[src/sv/rtdms_pkg.sv]
package rtdms_pkg;

  localparam int ADC_BITS_DEF = 24;
  localparam int SAMPLE_W     = 24;
  localparam int IN_TDATA_W   = 32;
  localparam int OUT_TDATA_W  = 48;
  localparam int CFG_ADDR_W   = 3;
  localparam int CFG_DATA_W   = 8;
  localparam int SPP_MAX      = 8;

  localparam logic [7:0] SETTLE_MS_RST   = 8'd10;
  localparam logic [3:0] SPP_RST         = 4'd5;
  localparam logic [7:0] REF_REG_RST     = 8'h25;
  localparam logic [7:0] SENSE_A_REG_RST = 8'h45;
  localparam logic [7:0] SENSE_B_REG_RST = 8'h55;
  localparam logic [2:0] REF_WAY_RST     = 3'd7;
  localparam logic [2:0] SENSE_WAY_RST   = 3'd0;

  localparam logic [1:0] PH_REF     = 2'd0;
  localparam logic [1:0] PH_SENSE_A = 2'd1;
  localparam logic [1:0] PH_SENSE_B = 2'd2;

  typedef enum logic [CFG_ADDR_W-1:0] {
    CFG_SETTLE_MS   = 3'd0,
    CFG_SPP         = 3'd1,
    CFG_REF_REG     = 3'd2,
    CFG_SENSE_A_REG = 3'd3,
    CFG_SENSE_B_REG = 3'd4,
    CFG_REF_WAY     = 3'd5,
    CFG_SENSE_WAY   = 3'd6
  } cfg_idx_t;

  typedef enum logic [1:0] {
    ST_IDLE    = 2'd0,
    ST_SELECT  = 2'd1,
    ST_SETTLE  = 2'd2,
    ST_CONVERT = 2'd3
  } seq_state_t;

  typedef struct packed {
    logic [7:0] settle_ms;
    logic [3:0] samples_per_phase;
    logic [7:0] ref_phase_reg;
    logic [7:0] sense_a_reg;
    logic [7:0] sense_b_reg;
    logic [2:0] ref_phase_way;
    logic [2:0] sense_phase_way;
  } cfg_t;

  typedef struct packed {
    logic                seq_done;
    logic [2:0]          sample_index;
    logic [1:0]          sample_phase;
    logic [SAMPLE_W-1:0] sample_value;
    logic                sample_valid;
    logic                start_conv;
    logic [7:0]          reg_value;
    logic                reg_write;
    logic [2:0]          mux_way;
    logic                mux_strobe;
    logic                phase_last;
  } res_t;

endpackage

[src/sv/rtdms_cfg.sv]
module rtdms_cfg (
  input  logic                             clk,
  input  logic                             rst_n,
  input  logic                             cfg_we,
  input  logic [rtdms_pkg::CFG_ADDR_W-1:0] cfg_addr,
  input  logic [rtdms_pkg::CFG_DATA_W-1:0] cfg_wdata,
  output rtdms_pkg::cfg_t                  cfg
);
  import rtdms_pkg::*;

  cfg_t cfg_r;

  always_ff @(posedge clk) begin
    if (!rst_n) begin
      cfg_r.settle_ms         <= SETTLE_MS_RST;
      cfg_r.samples_per_phase <= SPP_RST;
      cfg_r.ref_phase_reg     <= REF_REG_RST;
      cfg_r.sense_a_reg       <= SENSE_A_REG_RST;
      cfg_r.sense_b_reg       <= SENSE_B_REG_RST;
      cfg_r.ref_phase_way     <= REF_WAY_RST;
      cfg_r.sense_phase_way   <= SENSE_WAY_RST;
    end else if (cfg_we) begin
      case (cfg_idx_t'(cfg_addr))
        CFG_SETTLE_MS:   cfg_r.settle_ms         <= cfg_wdata;
        CFG_SPP:         cfg_r.samples_per_phase <= cfg_wdata[3:0];
        CFG_REF_REG:     cfg_r.ref_phase_reg     <= cfg_wdata;
        CFG_SENSE_A_REG: cfg_r.sense_a_reg       <= cfg_wdata;
        CFG_SENSE_B_REG: cfg_r.sense_b_reg       <= cfg_wdata;
        CFG_REF_WAY:     cfg_r.ref_phase_way     <= cfg_wdata[2:0];
        CFG_SENSE_WAY:   cfg_r.sense_phase_way   <= cfg_wdata[2:0];
        default: ;
      endcase
    end
  end

  assign cfg = cfg_r;

endmodule

[src/sv/rtdms_fsm.sv]
module rtdms_fsm #(
  parameter int ADC_BITS = rtdms_pkg::ADC_BITS_DEF
) (
  input  logic                           clk,
  input  logic                           rst_n,
  input  rtdms_pkg::cfg_t                cfg,
  input  logic                           adv,
  input  logic                           start_req,
  input  logic                           tick_ms,
  input  logic                           drdy_n,
  input  logic [rtdms_pkg::SAMPLE_W-1:0] adc_code,
  output rtdms_pkg::res_t                res
);
  import rtdms_pkg::*;

  seq_state_t state_r, state_nxt, st;
  logic [1:0] phase_r, phase_nxt, ph;
  logic [2:0] smp_cnt_r, smp_cnt_nxt;
  logic [7:0] settle_r, settle_nxt, settle_dec;
  logic [3:0] spp;
  logic       last_smp;

  always_ff @(posedge clk) begin
    if (!rst_n) begin
      state_r   <= ST_IDLE;
      phase_r   <= PH_REF;
      smp_cnt_r <= '0;
      settle_r  <= '0;
    end else if (adv) begin
      state_r   <= state_nxt;
      phase_r   <= phase_nxt;
      smp_cnt_r <= smp_cnt_nxt;
      settle_r  <= settle_nxt;
    end
  end

  always_comb begin
    st  = start_req ? ST_SELECT : state_r;
    ph  = start_req ? PH_REF : phase_r;
    spp = (cfg.samples_per_phase == 4'd0) ? 4'd1 :
          (cfg.samples_per_phase > 4'(SPP_MAX)) ? 4'(SPP_MAX) : cfg.samples_per_phase;
    last_smp   = ({1'b0, smp_cnt_r} + 4'd1) >= spp;
    settle_dec = (tick_ms && settle_r != 8'd0) ? settle_r - 8'd1 : settle_r;

    state_nxt   = st;
    phase_nxt   = ph;
    smp_cnt_nxt = smp_cnt_r;
    settle_nxt  = settle_r;
    res         = '0;

    case (st)
      ST_SELECT: begin
        case (ph)
          PH_REF: begin
            res.mux_strobe = 1'b1;
            res.mux_way    = cfg.ref_phase_way;
            res.reg_value  = cfg.ref_phase_reg;
          end
          PH_SENSE_A: begin
            res.mux_strobe = 1'b1;
            res.mux_way    = cfg.sense_phase_way;
            res.reg_value  = cfg.sense_a_reg;
          end
          default: res.reg_value = cfg.sense_b_reg;
        endcase
        res.reg_write = 1'b1;
        settle_nxt    = cfg.settle_ms;
        smp_cnt_nxt   = '0;
        state_nxt     = ST_SETTLE;
      end
      ST_SETTLE: begin
        settle_nxt = settle_dec;
        if (settle_dec == 8'd0) begin
          res.start_conv = 1'b1;
          state_nxt      = ST_CONVERT;
        end
      end
      ST_CONVERT: begin
        if (!drdy_n) begin
          res.sample_valid = 1'b1;
          res.sample_value = SAMPLE_W'(adc_code[ADC_BITS-1:0]);
          res.sample_phase = ph;
          res.sample_index = smp_cnt_r;
          if (last_smp) begin
            res.phase_last = 1'b1;
            smp_cnt_nxt    = '0;
            if (ph >= PH_SENSE_B) begin
              res.seq_done = 1'b1;
              phase_nxt    = PH_REF;
              state_nxt    = ST_IDLE;
            end else begin
              phase_nxt = ph + 2'd1;
              state_nxt = ST_SELECT;
            end
          end else begin
            smp_cnt_nxt    = smp_cnt_r + 3'd1;
            res.start_conv = 1'b1;
          end
        end
      end
      default: state_nxt = ST_IDLE;
    endcase
  end

endmodule

[src/sv/rtd_adc_measurement_sequencer_unit.sv]
// RTD measurement sequencer for a delta-sigma ADC behind an analog mux.
// Input stream: one item per poll of the converter (start request, millisecond
// tick, data-ready level, 24-bit code). Every accepted item yields exactly one
// result item carrying mux strobe/way, ADC register 0 write, start-conversion
// and, when a sample was taken, its value, phase and index; out_tlast marks
// the last sample of a phase, seq_done the end of the sense B phase.
// A start request restarts at the reference phase from any state.
// An accepted item passes the input register and then the result register.
// Throughput is one item per clock while the receiver does not stall; the
// sequencer state updates once per item as it moves from the input register
// into the result register. When the receiver stalls, the result register
// holds, the input register fills and in_tready drops until out_tready
// returns; nothing is lost. Configuration registers must be written through
// cfg_we/cfg_addr/cfg_wdata by the user only while no item is in flight; the
// block does not enforce this. rst_n (synchronous) empties both registers,
// returns the sequencer to idle and loads the default configuration.
module rtd_adc_measurement_sequencer_unit #(
  parameter int ADC_BITS = rtdms_pkg::ADC_BITS_DEF
) (
  input  logic                              clk,
  input  logic                              rst_n,
  input  logic                              in_tvalid,
  output logic                              in_tready,
  // start_req[0], tick_ms[1], drdy_n[2], adc_code[26:3], zero fill
  input  logic [rtdms_pkg::IN_TDATA_W-1:0]  in_tdata,
  output logic                              out_tvalid,
  input  logic                              out_tready,
  // mux_strobe[0], mux_way[3:1], reg_write[4], reg_value[12:5], start_conv[13],
  // sample_valid[14], sample_value[38:15], sample_phase[40:39],
  // sample_index[43:41], seq_done[44], zero fill
  output logic [rtdms_pkg::OUT_TDATA_W-1:0] out_tdata,
  output logic                              out_tlast,
  input  logic                              cfg_we,
  input  logic [rtdms_pkg::CFG_ADDR_W-1:0]  cfg_addr,
  input  logic [rtdms_pkg::CFG_DATA_W-1:0]  cfg_wdata
);
  import rtdms_pkg::*;

  cfg_t                cfg;
  res_t                res;
  res_t                res_r;
  logic                in_vld_r, out_vld_r, adv;
  logic                start_r, tick_r, drdy_n_r;
  logic [SAMPLE_W-1:0] code_r;

  assign adv       = in_vld_r && (!out_vld_r || out_tready);
  assign in_tready = !in_vld_r || adv;

  always_ff @(posedge clk) begin
    if (!rst_n) begin
      in_vld_r  <= 1'b0;
      out_vld_r <= 1'b0;
    end else begin
      if (in_tready) in_vld_r <= in_tvalid;
      if (adv) out_vld_r <= 1'b1;
      else if (out_tready) out_vld_r <= 1'b0;
    end
  end

  always_ff @(posedge clk) begin
    if (in_tvalid && in_tready) begin
      start_r  <= in_tdata[0];
      tick_r   <= in_tdata[1];
      drdy_n_r <= in_tdata[2];
      code_r   <= in_tdata[3 +: SAMPLE_W];
    end
    if (adv) res_r <= res;
  end

  rtdms_cfg u_cfg (
    .clk       (clk),
    .rst_n     (rst_n),
    .cfg_we    (cfg_we),
    .cfg_addr  (cfg_addr),
    .cfg_wdata (cfg_wdata),
    .cfg       (cfg)
  );

  rtdms_fsm #(
    .ADC_BITS (ADC_BITS)
  ) u_fsm (
    .clk       (clk),
    .rst_n     (rst_n),
    .cfg       (cfg),
    .adv       (adv),
    .start_req (start_r),
    .tick_ms   (tick_r),
    .drdy_n    (drdy_n_r),
    .adc_code  (code_r),
    .res       (res)
  );

  assign out_tvalid = out_vld_r;
  assign out_tlast  = res_r.phase_last;
  assign out_tdata  = {3'b000, res_r.seq_done, res_r.sample_index, res_r.sample_phase,
                       res_r.sample_value, res_r.sample_valid, res_r.start_conv,
                       res_r.reg_value, res_r.reg_write, res_r.mux_way,
                       res_r.mux_strobe};

endmodule

[config.mk]
export PLATFORM = sky130hd
export DESIGN_NAME = rtd_adc_measurement_sequencer_unit
export DESIGN_NICKNAME = d
export VERILOG_FILES = /design/src/sv/rtdms_pkg.sv /design/src/sv/rtdms_cfg.sv /design/src/sv/rtdms_fsm.sv /design/src/sv/rtd_adc_measurement_sequencer_unit.sv
export SDC_FILE = /design/constraint.sdc
export NUM_CORES = 1
export LEC_CHECK = 0
export BUFFER_PORTS_ARGS = -buffer_cell sky130_fd_sc_hd__buf_2
export CAP_MARGIN = 20
export CORE_ASPECT_RATIO = 1.2
export CORE_MARGIN = 2
export CORE_UTILIZATION = 40
export CTS_BUF_LIST = sky130_fd_sc_hd__clkbuf_8
export CTS_CLUSTER_SIZE = 12
export DETAILED_ROUTE_END_ITERATION = 8
export GPL_TIMING_DRIVEN = 0
export SLEW_MARGIN = 10
export SYNTH_ARGS = -nofsm -noshare
export SYNTH_HDL_FRONTEND = slang
export SYNTH_SLANG_ARGS = --single-unit
[constraint.sdc]
create_clock -name clk -period 3.12 [get_ports clk]
set_input_delay 0.468 -clock clk [delete_from_list [all_inputs] [get_ports clk]]
set_output_delay 0.468 -clock clk [all_outputs]
set_load 0.02 [all_outputs]
==> results.toml, run 1 <==
[status]
outcome = "complete, no violations"

[finish]
n_antenna_cell = 0
final_util_pct = 48.11
nNetsFinal = 689
fillers = 1294
drive_gt1_share_pct = 22.08
stdcell_count = 814
syn_to_final_growth_pct = 18.66

[floorplanning]
placementRows = 47
io_pins = 99
die_x_um = 111.4
fp.dieH_um = 132.8
die_area_mm2 = 0.01479
coreArea_mm2 = 0.01364
initial_utilization_pct = 40.54

[critical_path]
critPathRequiredTime_ns = 3.42
worst_r2r_endpoint = "u_fsm.settle_r[5]"
critPathKind = "flop to flop"
critPathMaxFanout = 10
r2r_slack_ns = 0.75
endpoint = "u_fsm.settle_r[5]"
start_kind = "flop"
cp.arrival_ns = 2.67
r2r_cells = 9
r2r_start = "start_r"
endpoint_kind = "flop"
crit_path_start = "start_r"

[global_route]
grt_pass1_wl_mm = 20.18
overflow = 0
antenna_found_initial = 0
grt_max_degree = 56
grt_pass1_vias = 4055
grtUsageTotal_pct = 17.44

[timing]
finClkSkew_ns = 0.01061
rsz0062_at_grt = "no"
min_period_over_period_pct = 75.90
slew_viol_final = 0
fmaxAchievable_ghz = 0.4223
slew_headroom_pct = 36.53
tightestPinTransition_ns = 0.9447
fin_tns_setup_ns = 0
final_hold_viol_count = 0
finalSetupViolCount = 0
period_needed_ns = 2.368
finalWorstSetupSlack_ns = 0.7519

[power]
p_leak_nw = 2.602
p_per_area_mw_per_mm2 = 525.9
p_total_mw = 3.452
vdd.ir_drop.worst_mv = 0.3167

[routing]
first_iter_violations = 320
num_vias = 4118
drc_errors = 0
via_per_inst = 5.059
wl_per_cell_um = 15.38
ant_nets = 0
dr.pass1.iters = 5
drt-total-wl_mm = 12.52

[clocking]
clock_latency_ns = 0.44
htreeDepth = 4
cts.sinks = 132
numCtsBuffers = 17
cts_tree = "done"
cts_hold_buf = 0
cts.path.max_buffers = 2
path_clk_slew_ns = 0.08
postCtsSetupRepairBufs = 0
root_buffer = "clkbuf_8"
post_cts_resized = 0

[placement]
portBuffers = 89
post-place-ws_ns = 0.7532
hpwl_mm = 8.870
place.gp.congestion = 0.8469
numPlacedInstances = 782

[logic_synthesis]
ys_ff_latch = 132
synthDistinctLibCells = 51
avgSynthCellArea_um2 = 10.66
synthesis.area_mm2 = 0.005532
synthArstFlopShare_pct = 0
ys_warn_count = 0
synth_edf_count = 73
syn_inst = 519
synth-main-ff-cell = "edfxtp_1"
ys_seq_area_share_pct = 60.98

[worst_hold_path]
hold_path_class = "input pin to flop"

[flow_run]
max_cap_viol_count = 0
[per-layer routing]
| metal | GRT usage (%) | up-vias | wire length (um) |
|---|---|---|---|
| li1 | - | 2038 | - |
| met1 | 21.17 | 1923 | 5363 |
| met2 | 29.34 | 140 | 6175 |
| met3 | 4.810 | 17 | 756 |
| met4 | 7.202 | 0 | 228 |
| met5 | 0 | - | 0 |
[per-stage QoR]
| stage | cell area [um^2] | hold slack, ns |
|---|---|---|
| 2_1_floorplan | 5539 | 0.4363 |
| 3_3_place_gp | 6198 | 0.4420 |
| 3_5_place_dp | 6217 | 0.4485 |
| 4_1_cts | 6564 | 0.1673 |
| 5_1_grt | 6564 | 0.1703 |
| 6_report | 6564 | 0.1981 |
[cells in the mapped netlist, types with 2 or more instances]
master	n	area, um^2
nand2_1	97	364.1
edfxtp_1	73	2192
dfxtp_1	59	1181
a21oi_1	49	245.2
nor2_1	38	142.6
and2_1	35	219.0
clkbuf_1	17	63.81
nand3_1	17	85.08
nor2b_1	16	100.1
mux2i_1	12	120.1
ha_1	11	137.6
inv_1	11	41.29
nand2b_1	8	50.05
o221a_2	8	90.09
o21ai_0	6	30.03
nor3_1	5	25.02
buf_1	4	15.01
o22ai_1	4	25.02
a211oi_1	3	22.52
a31oi_1	3	18.77
buf_4	3	22.52
o21a_1	3	22.52
o21ai_1	3	15.01
a21o_1	2	15.01
inv_2	2	7.510
nand3b_1	2	15.01
nand4_1	2	12.51
nand4b_1	2	17.52
o211ai_1	2	15.01
[report_power, final]
group          switching [mW]  internal [mW]  total, mW
Clock                   0.640          0.629       1.27
Combinational           0.172         0.0912      0.263
Sequential             0.0234           1.90       1.92
Total                   0.835           2.62       3.45
[worst min-delay path by stage]
stage | to | depth (start not counted) | from | slack, ns
final | code_r[8] | 1 | in_tdata[11] | 0.20
after global routing | code_r[14] | 1 | in_tdata[17] | 0.17
after CTS | code_r[22] | 1 | in_tdata[25] | 0.17
after detailed placement | u_cfg.cfg[29] | 2 | u_cfg.cfg[29] | 0.45
after global placement | u_cfg.cfg[17] | 2 | u_cfg.cfg[17] | 0.44
after floorplan | u_cfg.cfg[38] | 2 | u_cfg.cfg[38] | 0.44
[cells by family after synthesis]
kind of cell | Yosys count | synth area share [%]
buf+inv | 37 | 2.714
simple gates | 233 | 20.97
xor+xnor | 1 | 0.1584
flops | 132 | 60.98
other cells | 1 | 0.06779
mux | 12 | 2.172
compound gates | 92 | 10.45
fa+ha+maj | 11 | 2.488
[cells in the final DEF (no fill, tap or decap), drive strengths merged, types with 2 or more instances in the layout]
cell,synthesis,routed
o22ai,4,4
edfxtp,73,73
clkinv,0,8
buf,7,97
nand2,98,98
a211oi,3,3
a21oi,50,50
nand4b,2,2
mux2i,12,12
and2,35,35
o211ai,2,2
nand3b,2,2
dfxtp,59,59
nand2b,8,8
nor3b,2,2
nor3,6,6
nand3,18,18
inv,13,16
ha,11,11
a31oi,4,4
nand4,2,2
clkbuf,17,35
o21a,3,3
nor2b,16,16
o21ai,9,9
nor2,38,38
clkinvlp,0,2
a21o,2,2
conb,1,3
o221a,8,8
[state kept, by name, summed over array words and instances (netlist names)]
signal	cells
out_tdata	45
u_cfg.cfg	42
code_r	24
u_fsm.settle_r	8
u_fsm.smp_cnt_r	3
u_fsm.phase_r	2
u_fsm.state_r	2
drdy_n_r	1
in_vld_r	1
out_tlast	1
out_tvalid	1
start_r	1
tick_r	1
[area by class of cell]
type                    instances  area, um^2  share of cell area, %
flip-flops and latches        132        3373                  51.39
multi-input cells             352        2016                  30.71
repair buffers                 90       460.4                  7.015
clock buffers                  18       247.7                  3.774
well taps                     171       214.0                  3.260
plain buffers                  24       105.1                  1.601
clock inverters                14       98.84                  1.506
inverters                      13       48.80                 0.7434
[critical path: stages (launching register included)]
cell and delay (ns):
edfxtp_1 0.36, clkbuf_1 0.21, nor2_1 0.34, inv_1 0.14, ha_1 0.37, nand2_1 0.14, clkbuf_1 0.38, a211oi_1 0.10
a21oi_1 0.14, nor2_1 0.05
No activity file was read; power rests on OpenSTA's default activity.
==> run 2, diff against run 1 <==
--- a/config.mk
+++ b/config.mk
@@ -5,6 +5,7 @@
 export SDC_FILE = /design/constraint.sdc
 export NUM_CORES = 1
 export LEC_CHECK = 0
+export ABC_AREA = 1
 export BUFFER_PORTS_ARGS = -buffer_cell sky130_fd_sc_hd__buf_2
 export CAP_MARGIN = 20
 export CORE_ASPECT_RATIO = 1.2
==> constraint.sdc (replaced) <==
create_clock -name clk -period 2.05 [get_ports clk]
set_input_delay 0.3075 -clock clk [delete_from_list [all_inputs] [get_ports clk]]
set_output_delay 0.3075 -clock clk [all_outputs]
set_load 0.02 [all_outputs]
==> run 2 against run 1 <==
Net effect:
- the run now ends with setup timing left
- clock power increased by 67%
- global-route usage increased by 0.11 points
- synthesized cell count increased by 14%
- maximum frequency increased by 14%
- clock skew decreased by 0.0020 ns
- sequential share of layout area decreased by 2.0 points
- non-clock buffer count decreased by 1
- power increased by 65%
- die area increased by 0.28%
- critical path type unchanged
- critical endpoint is now u_fsm.state_r[0]
- largest cell class unchanged
==> results.toml, run 2 <==
[clocking]
cts.sinks = 132
path_clk_slew_ns = 0.07
root_buffer = "clkbuf_8"
cts.path.max_buffers = 2
numCtsBuffers = 17
cts_tree = "done"
clock_latency_ns = 0.42
htreeDepth = 4

[placement]
place.gp.congestion = 0.8162
portBuffers = 89
numPlacedInstances = 854
post-place-ws_ns = -0.5990
place_area_mm2 = 0.006246
hpwl_mm = 8.945

[status]
violations = "setup timing"
outcome = "finished, violations left"

[timing]
holdWs_ns = 0.05690
rsz0062_at_grt = "yes"
finalWorstSetupSlack_ns = -0.02434
period_needed_ns = 2.074
finClkSkew_ns = 0.008628
fin_tns_setup_ns = -0.02434
finalSetupViolCount = 1
final_hold_viol_count = 0
tightestPinTransition_ns = 0.5857
slew_headroom_pct = 60.81
slew_viol_final = 0
min_period_over_period_pct = 101.2
fmaxAchievable_ghz = 0.4821

[global_route]
antenna_found_initial = 0
grt_max_degree = 28
grt_pass1_vias = 4390
overflow = 0
grtUsageTotal_pct = 17.55
grt_pass1_wl_mm = 20.87

[routing]
ant_nets = 0
num_vias = 4349
first_iter_violations = 203
drc_errors = 0
dr.pass1.iters = 5
wl_per_cell_um = 14.09
drt-total-wl_mm = 12.62
via_per_inst = 4.854

[logic_synthesis]
syn_inst = 592
synthesis.area_mm2 = 0.005548
synthDistinctLibCells = 40
synthArstFlopShare_pct = 0
yosysMostFrequentCell = "nand2_1"
synth-main-ff-cell = "edfxtp_1"
synthTopCellsByCount = "nand2_1 (105), nor2_1 (94), inv_1 (87), edfxtp_1 (73), dfxtp_1 (59)"
ys_seq_area_share_pct = 60.80
yosys.area.top_type = "edfxtp_1"
synth_area_leaders = "edfxtp_1 (40%), dfxtp_1 (21%), nand2_1 (7.1%)"
ys_warn_count = 0
synth_edf_count = 73
synth_top_cell_area_share_pct = 39.51
avgSynthCellArea_um2 = 9.371
ys_ff_latch = 132

[finish]
n_antenna_cell = 0
stdcell_count = 896
final_common_cell = "nand2_1"
final_util_pct = 49.91
largest_reg_flops = 45
nNetsFinal = 771
final_cell_mix = "nand2_1 (101), buf_2 (90), nor2_1 (88)"
syn_to_final_growth_pct = 23.27
drive_gt1_share_pct = 24.14
fin_area_mm2 = 0.006839

[worst_hold_path]
holdPathStages = 1
hold_path_class = "input pin to flop"

[critical_path]
critPathKind = "flop to flop"
critPathMaxFanout = 5
endpoint_kind = "flop"
cp.arrival_ns = 2.37
critPathRequiredTime_ns = 2.34
start_kind = "flop"
r2r_cells = 13

[power]
p_per_area_mw_per_mm2 = 833.6
vdd.ir_drop.worst_mv = 0.4385
p_total_mw = 5.701
p_leak_nw = 3.086

[floorplanning]
die_x_um = 111.5
io_pins = 99
fp.dieH_um = 133.0
coreArea_mm2 = 0.01370
placementRows = 47
die_area_mm2 = 0.01483
initial_utilization_pct = 40.49

[flow_run]
max_cap_viol_count = 0
run 2: worst paths after layout:
path,end,slack (ns),startpoint
worst max register to register,u_fsm.state_r[0],-0.02,u_fsm.smp_cnt_r[0]
worst min-delay path,start_r,0.06,in_tdata[0]
worst min register to register,u_cfg.cfg[25],0.46,u_cfg.cfg[25]
worst max-delay path,u_fsm.state_r[0],-0.02,u_fsm.smp_cnt_r[0]
run 2: logic make-up (layout without fill, tap and decap cells):
group                      after synthesis  after routing  share of synthesized area, %
xor gates and xnor gates                 3              3                        0.4737
adders and majority gates               11             11                         2.481
and+or+nand+nor                        250            250                         18.99
DFF                                    132            132                         60.80
AOI/OAI and AO/OA                       88             88                         9.698
buffers and inverters                  107            238                         7.487
other                                    1              3                       0.06759
run 2: area by class of cell:
class | instances | area [um^2]
Clock buffer | 17 | 234.0
Clock inverter | 15 | 148.9
Sequential cell | 132 | 3381
Timing Repair inverter | 3 | 17.52
Timing Repair Buffer | 96 | 518.0
Multi-Input combinational cell | 355 | 1871
Buffer | 17 | 107.6
Fill cell | 1279 | 6863
Tap cell | 171 | 214.0
Inverter | 90 | 347.8
run 2: what timing repair did:
item	in CTS	in global routing
cloned	1	2
setup endpoints to repair	49	48
pin swaps	2	8
resized for setup	22	25
buffers inserted	5	1
hold buffers	0	0
run 2: power by group:
part | total [mW] | internal [mW] | leakage (nW) | switching (mW)
clock network | 2.12 | 1.17 | 0.205 | 0.950
registers | 2.96 | 2.91 | 1.20 | 0.0503
logic | 0.624 | 0.219 | 1.68 | 0.405
total | 5.70 | 4.30 | 3.09 | 1.41
run 2: layer usage:
metal | part of all wire (%) | GRT usage (%) | up-vias
li1 | - | - | 2187
met1 | 42 | 20.34 | 2018
met2 | 51 | 31.13 | 123
met3 | 4.7 | 4.169 | 21
met4 | 2.5 | 7.202 | 0
met5 | 0 | 0 | -
run 2: critical path, cell delays in order (launching register included):
cell      delay [ns]
dfxtp_2         0.40
ha_4            0.23
ha_1            0.30
inv_1           0.04
o21bai_1        0.16
nand3_1         0.15
nand3_4         0.16
a21oi_2         0.08
nand2_1         0.07
nand2_1         0.07
nor2_2          0.11
nand2_1         0.05
nand2_1         0.07
a21oi_2         0.05
